File: config.mk
export PLATFORM = sky130hd
export DESIGN_NAME = nlp_sqrt_cell
export DESIGN_NICKNAME = d
export VERILOG_FILES = /design/src/rtl/core/nlp_pkg.sv /design/src/rtl/core/nlp_sqrt_cell.sv
export SDC_FILE = /design/constraint.sdc
export NUM_CORES = 1
export LEC_CHECK = 0
export BUFFER_PORTS_ARGS = -buffer_cell sky130_fd_sc_hd__buf_2
export CAP_MARGIN = 20
export CORE_AREA = 2 2 152 154
export CTS_CLUSTER_DIAMETER = 150
export DETAILED_ROUTE_END_ITERATION = 7
export DIE_AREA = 0 0 154 156
export HOLD_SLACK_MARGIN = 0.15
export PLACE_DENSITY = 0.74
export SYNTH_ARGS = -nofsm -noshare
export SYNTH_HDL_FRONTEND = slang
export SYNTH_SLANG_ARGS = --single-unit
File: constraint.sdc
create_clock -name aclk -period 8.64 [get_ports aclk]
set_input_delay 1.296 -clock aclk [delete_from_list [all_inputs] [get_ports aclk]]
set_output_delay 1.296 -clock aclk [all_outputs]
set_load 0.1 [all_outputs]
File: src/rtl/core/nlp_pkg.sv
// ----------------------------------------------------------------------------
// nlp_pkg
// Shared widths, constants and cell types for the negative-log prox core.
// ----------------------------------------------------------------------------
package nlp_pkg;

    localparam int unsigned DATA_W       = 32;
    localparam int unsigned RAD_W        = 64;
    localparam int unsigned ROOT_W       = 32;
    localparam int unsigned WEIGHT_SHIFT = 18;
    localparam logic [31:0] WEIGHT_RESET = 32'h0001_0000;

    typedef struct packed {
        logic              valid;
        logic [RAD_W-1:0]  rem;
        logic [RAD_W-1:0]  rad;
        logic [ROOT_W-1:0] root;
        logic [DATA_W-1:0] mag;
        logic              neg;
    } nlp_cell_t;

endpackage

File: src/rtl/core/nlp_sqrt_cell.sv
// ----------------------------------------------------------------------------
// nlp_sqrt_cell
// One restoring square-root digit step; settles one root bit per beat.
// ----------------------------------------------------------------------------
module nlp_sqrt_cell #(
    parameter int unsigned STEP = 0
) (
    input  logic               aclk,
    input  logic               aresetn,
    input  logic               advance,
    input  nlp_pkg::nlp_cell_t cell_in,
    output nlp_pkg::nlp_cell_t cell_out
);

    localparam int unsigned SH = nlp_pkg::RAD_W - 2 * (STEP + 1);

    nlp_pkg::nlp_cell_t cell_reg;
    nlp_pkg::nlp_cell_t cell_next;
    logic [nlp_pkg::RAD_W-1:0] rem_sh;
    logic [nlp_pkg::RAD_W-1:0] trial;
    logic [nlp_pkg::RAD_W-1:0] pair;

    always_comb begin
        pair   = (cell_in.rad >> SH) & 64'd3;
        rem_sh = {cell_in.rem[nlp_pkg::RAD_W-3:0], 2'b00} | pair;
        trial  = {{(nlp_pkg::RAD_W-nlp_pkg::ROOT_W-2){1'b0}}, cell_in.root, 2'b01};
        cell_next = cell_in;
        if (rem_sh >= trial) begin
            cell_next.rem  = rem_sh - trial;
            cell_next.root = {cell_in.root[nlp_pkg::ROOT_W-2:0], 1'b1};
        end else begin
            cell_next.rem  = rem_sh;
            cell_next.root = {cell_in.root[nlp_pkg::ROOT_W-2:0], 1'b0};
        end
    end

    always_ff @(posedge aclk) begin
        if (!aresetn) begin
            cell_reg.valid <= 1'b0;
        end else if (advance) begin
            cell_reg <= cell_next;
        end
    end

    assign cell_out = cell_reg;

endmodule

==> flow_summary.yaml <==
run_status:
  status: "finished, final reports clean"
finish:
  drive_gt1_share_pct: 40.4
  area_growth_pct: 31.1
  largest_reg_flops: 194
  fin_area_sq_mm: 0.0119
  final_nets: 1315
  fin_util_pct: 53.1
synth:
  synth-xor-area-share_pct: 6.09
  ys_seq_area_share_pct: 64.2
  synthCells: 698
  postSynthAreaPerCell_sq_um: 13.0
  yosysTopAreaCell: "edfxtp_1"
  ys_top_cells_by_count: "edfxtp_1 (193), a21oi_1 (64), nor2_1 (54), inv_1 (42), xnor2_1 (42)"
  synth_top_family_by_area: "simple AND/OR/NAND/NOR gates"
  yosys.area_share.adder_pct: 4.70
  synthMuxAreaShare_pct: 1.10
  synth_warnings: 0
  synth_edf_count: 193
  synth.cell_area_sq_mm: 0.00906
  async_flop_share_pct: 0
  synth_cell_types: 67
  synth_compound_area_share_pct: 9.75
  syn-num-nets: 929
  synth_simple_gate_area_share_pct: 11.0
  ys_seq_elements: 194
  yosysMostFrequentCell: "edfxtp_1"
  synth_ff_type: "edfxtp_1"
  yosys.area.top_type_share_pct: 64.0
  synth.area.top_cells: "edfxtp_1 (64%), ha_1 (4.7%), xnor2_1 (4.1%)"
route:
  first_pass_iters: 5
  routedWlPerCell_um: 19.7
  drtIter0Drc: 530
  via_count: 7137
  via_per_inst: 5.16
  antenna_left: 0
  drc: 0
  finalWirelength_mm: 27.3
setup_path:
  cpPeakStageDelay_ns: 0.52
  crit_chain: "buf_2 -> inv_1 -> ha_1 -> nand4_1 -> nor4_1 -> inv_1 -> a211oi_1 -> o211ai_1 -> and2_4 -> inv_2 -> buf_4 -> o2111ai_1 -> xnor2_1"
  critical_path_arrival_ns: 4.98
  cp_common_cell: "inv_1"
  r2r_cells: 2
  r2r-end: "cell_out[193]"
  cp.required_ns: 8.83
  critPathLaunchType: "input port"
  end_kind: "flip-flop"
  r2r_slack_ns: 8.05
  cp_max_fo: 42
  worstSetupPathType: "input port to flip-flop"
  r2r-start: "cell_out[193]"
  setup.worst_path.end: "cell_out[187]"
  crit_path_start: "cell_in[56]"
  critPathSlowestCell: "nor4_1"
min_path:
  whs_path_depth: 2
  min_from: "cell_out[193]"
  hp-class: "flip-flop to flip-flop"
sta:
  worstMarginPinSlew_ns: 0.967
  skew_ns: 0
  final.min_clock_period_ns: 4.79
  hold_viol: 0
  min_period_over_period_pct: 55.4
  fmax_mhz: 209
  fin_setup_tns_ns: 0
  slew_headroom_pct: 35.5
  rsz0062_at_grt: "false"
  maxSlewViolCount: 0
  setup_violations: 0
clock_network:
  htreeDepth: 4
  clk_pin_slew_worst_paths_ns: 0.08
  post_cts_buffers: 0
  cts_tree: "yes"
  clkLatencyLatePin_ns: 0.43
  cts_sinks: 194
  cts_hold_buf: 0
  ctsLongestPathBuffers: 2
  cts_buffers: 17
  cts_root_buf: "clkbuf_16"
  cts_resized: 0
grt:
  antenna_found_initial: 3
  overflow: 0
  grt_pass1_wl_mm: 39.5
  grt_max_degree: 74
  grt_pass1_vias: 6896
  grt_util_all_layers_pct: 21.8
die:
  fp.dieW_um: 154
  die-height_um: 156
  ioPinCount: 391
  rows: 55
  core_area_sq_mm: 0.0224
  start_util_pct: 40.5
  die_area_sq_mm: 0.0240
pwr:
  power_switching_mw: 1.12
  pwr-share-comb_pct: 30.4
  p_leak_nw: 4.98
  switching_share_pct: 39.9
  total_power_mw: 2.80
  power_density_mw_per_mm2: 235
  seqPwrFrac_pct: 40.7
  p_int_mw: 1.68
  ir_worst_vdd_mv: 0.104
  pwr-share-clk_pct: 28.9
placement:
  io_buffers: 388
  dp_hpwl_mm: 21.2
  placed_area_sq_mm: 0.0113
  gp_congestion: 0.863
job:
  drv_cap: 0
[worst min-delay path by stage]
stage	endpoint	slack (ns)
final	cell_out[193]	0.53
after global routing	cell_out[193]	0.56
after CTS	cell_out[193]	0.54
after detailed placement	cell_out[193]	0.52
after global placement	cell_out[193]	0.50
after floorplan	cell_out[193]	0.98
[cell usage in the layout (no fill, tap or decap), drive strengths merged, types with 2 or more instances in the layout]
cell,instances
buf,391
mux2,8
o21bai,7
nor3b,3
o2bb2ai,2
o21ai,17
nor4,8
nand3,11
a31oi,4
a221oi,2
nand3b,3
nor4b,2
diode,2
nor3,15
nand2,36
nand4,24
nor2,54
nand2b,4
xor2,21
nor2b,5
o211ai,7
a21o,12
o221ai,3
a21oi,64
and2,2
edfxtp,193
o2111ai,2
clkinv,5
and3,5
inv,52
xnor2,42
or3,13
or2,3
ha,34
clkbuf,18
o21ba,2
o21a,6
[per-stage QoR]
stage / hold WS, ns / setup WS, ns / instances
2_1_floorplan: 0.981 / 2.39 / 698
3_3_place_gp: 0.496 / 3.36 / 1350
3_5_place_dp: 0.521 / 3.33 / 1350
4_1_cts: 0.537 / 3.78 / 1382
5_1_grt: 0.564 / 3.53 / 1383
6_report: 0.533 / 3.85 / 1384
[critical path: cells and delay by family]
family          cells  cell delay (ns)
xor+xnor            1             0.20
compound gates      3             0.90
simple gates        3             0.99
fa+ha+maj           1             0.41
buf+inv             5             1.14
[area by class of cell]
class,instances,area (sq um)
Tap cell,285,357
Multi-Input combinational cell,437,2960
Inverter,43,161
Antenna cell,2,5.00
Fill cell,1970,10500
Timing Repair Buffer,391,1960
Clock inverter,14,178
Clock buffer,18,429
Sequential cell,194,5820
[power groups by stage]
stage	Combinational [mW]	Sequential (mW)	Clock, mW
6_report	0.850	1.14	0.808
5_1_grt	0.883	1.14	0.851
4_1_cts	0.851	1.14	0.827
3_5_place_dp	0.847	1.16	0
3_3_place_gp	0.843	1.16	0
2_1_floorplan	0.175	1.67	0
[metal layers]
metal | vias to the layer above | part of all wire [%] | GRT usage [%] | routed length [um]
met5 | - | 0.048 | 0 | 13
met4 | 2 | 3.2 | 9.43 | 876
met3 | 51 | 8.5 | 6.28 | 2310
met2 | 332 | 50 | 37.2 | 13600
met1 | 3364 | 38 | 25.7 | 10500
li1 | 3388 | - | - | -
[cells by family (layout without fill, tap and decap cells)]
group,after synthesis,in the layout
DFF,194,194
other,0,2
adders and majority gates,34,34
xor gates and xnor gates,63,63
buffers and inverters,67,466
and+or+nand+nor,191,191
AOI/OAI and AO/OA,140,140
muxes,9,9
Power figures use the tool's default switching activity.
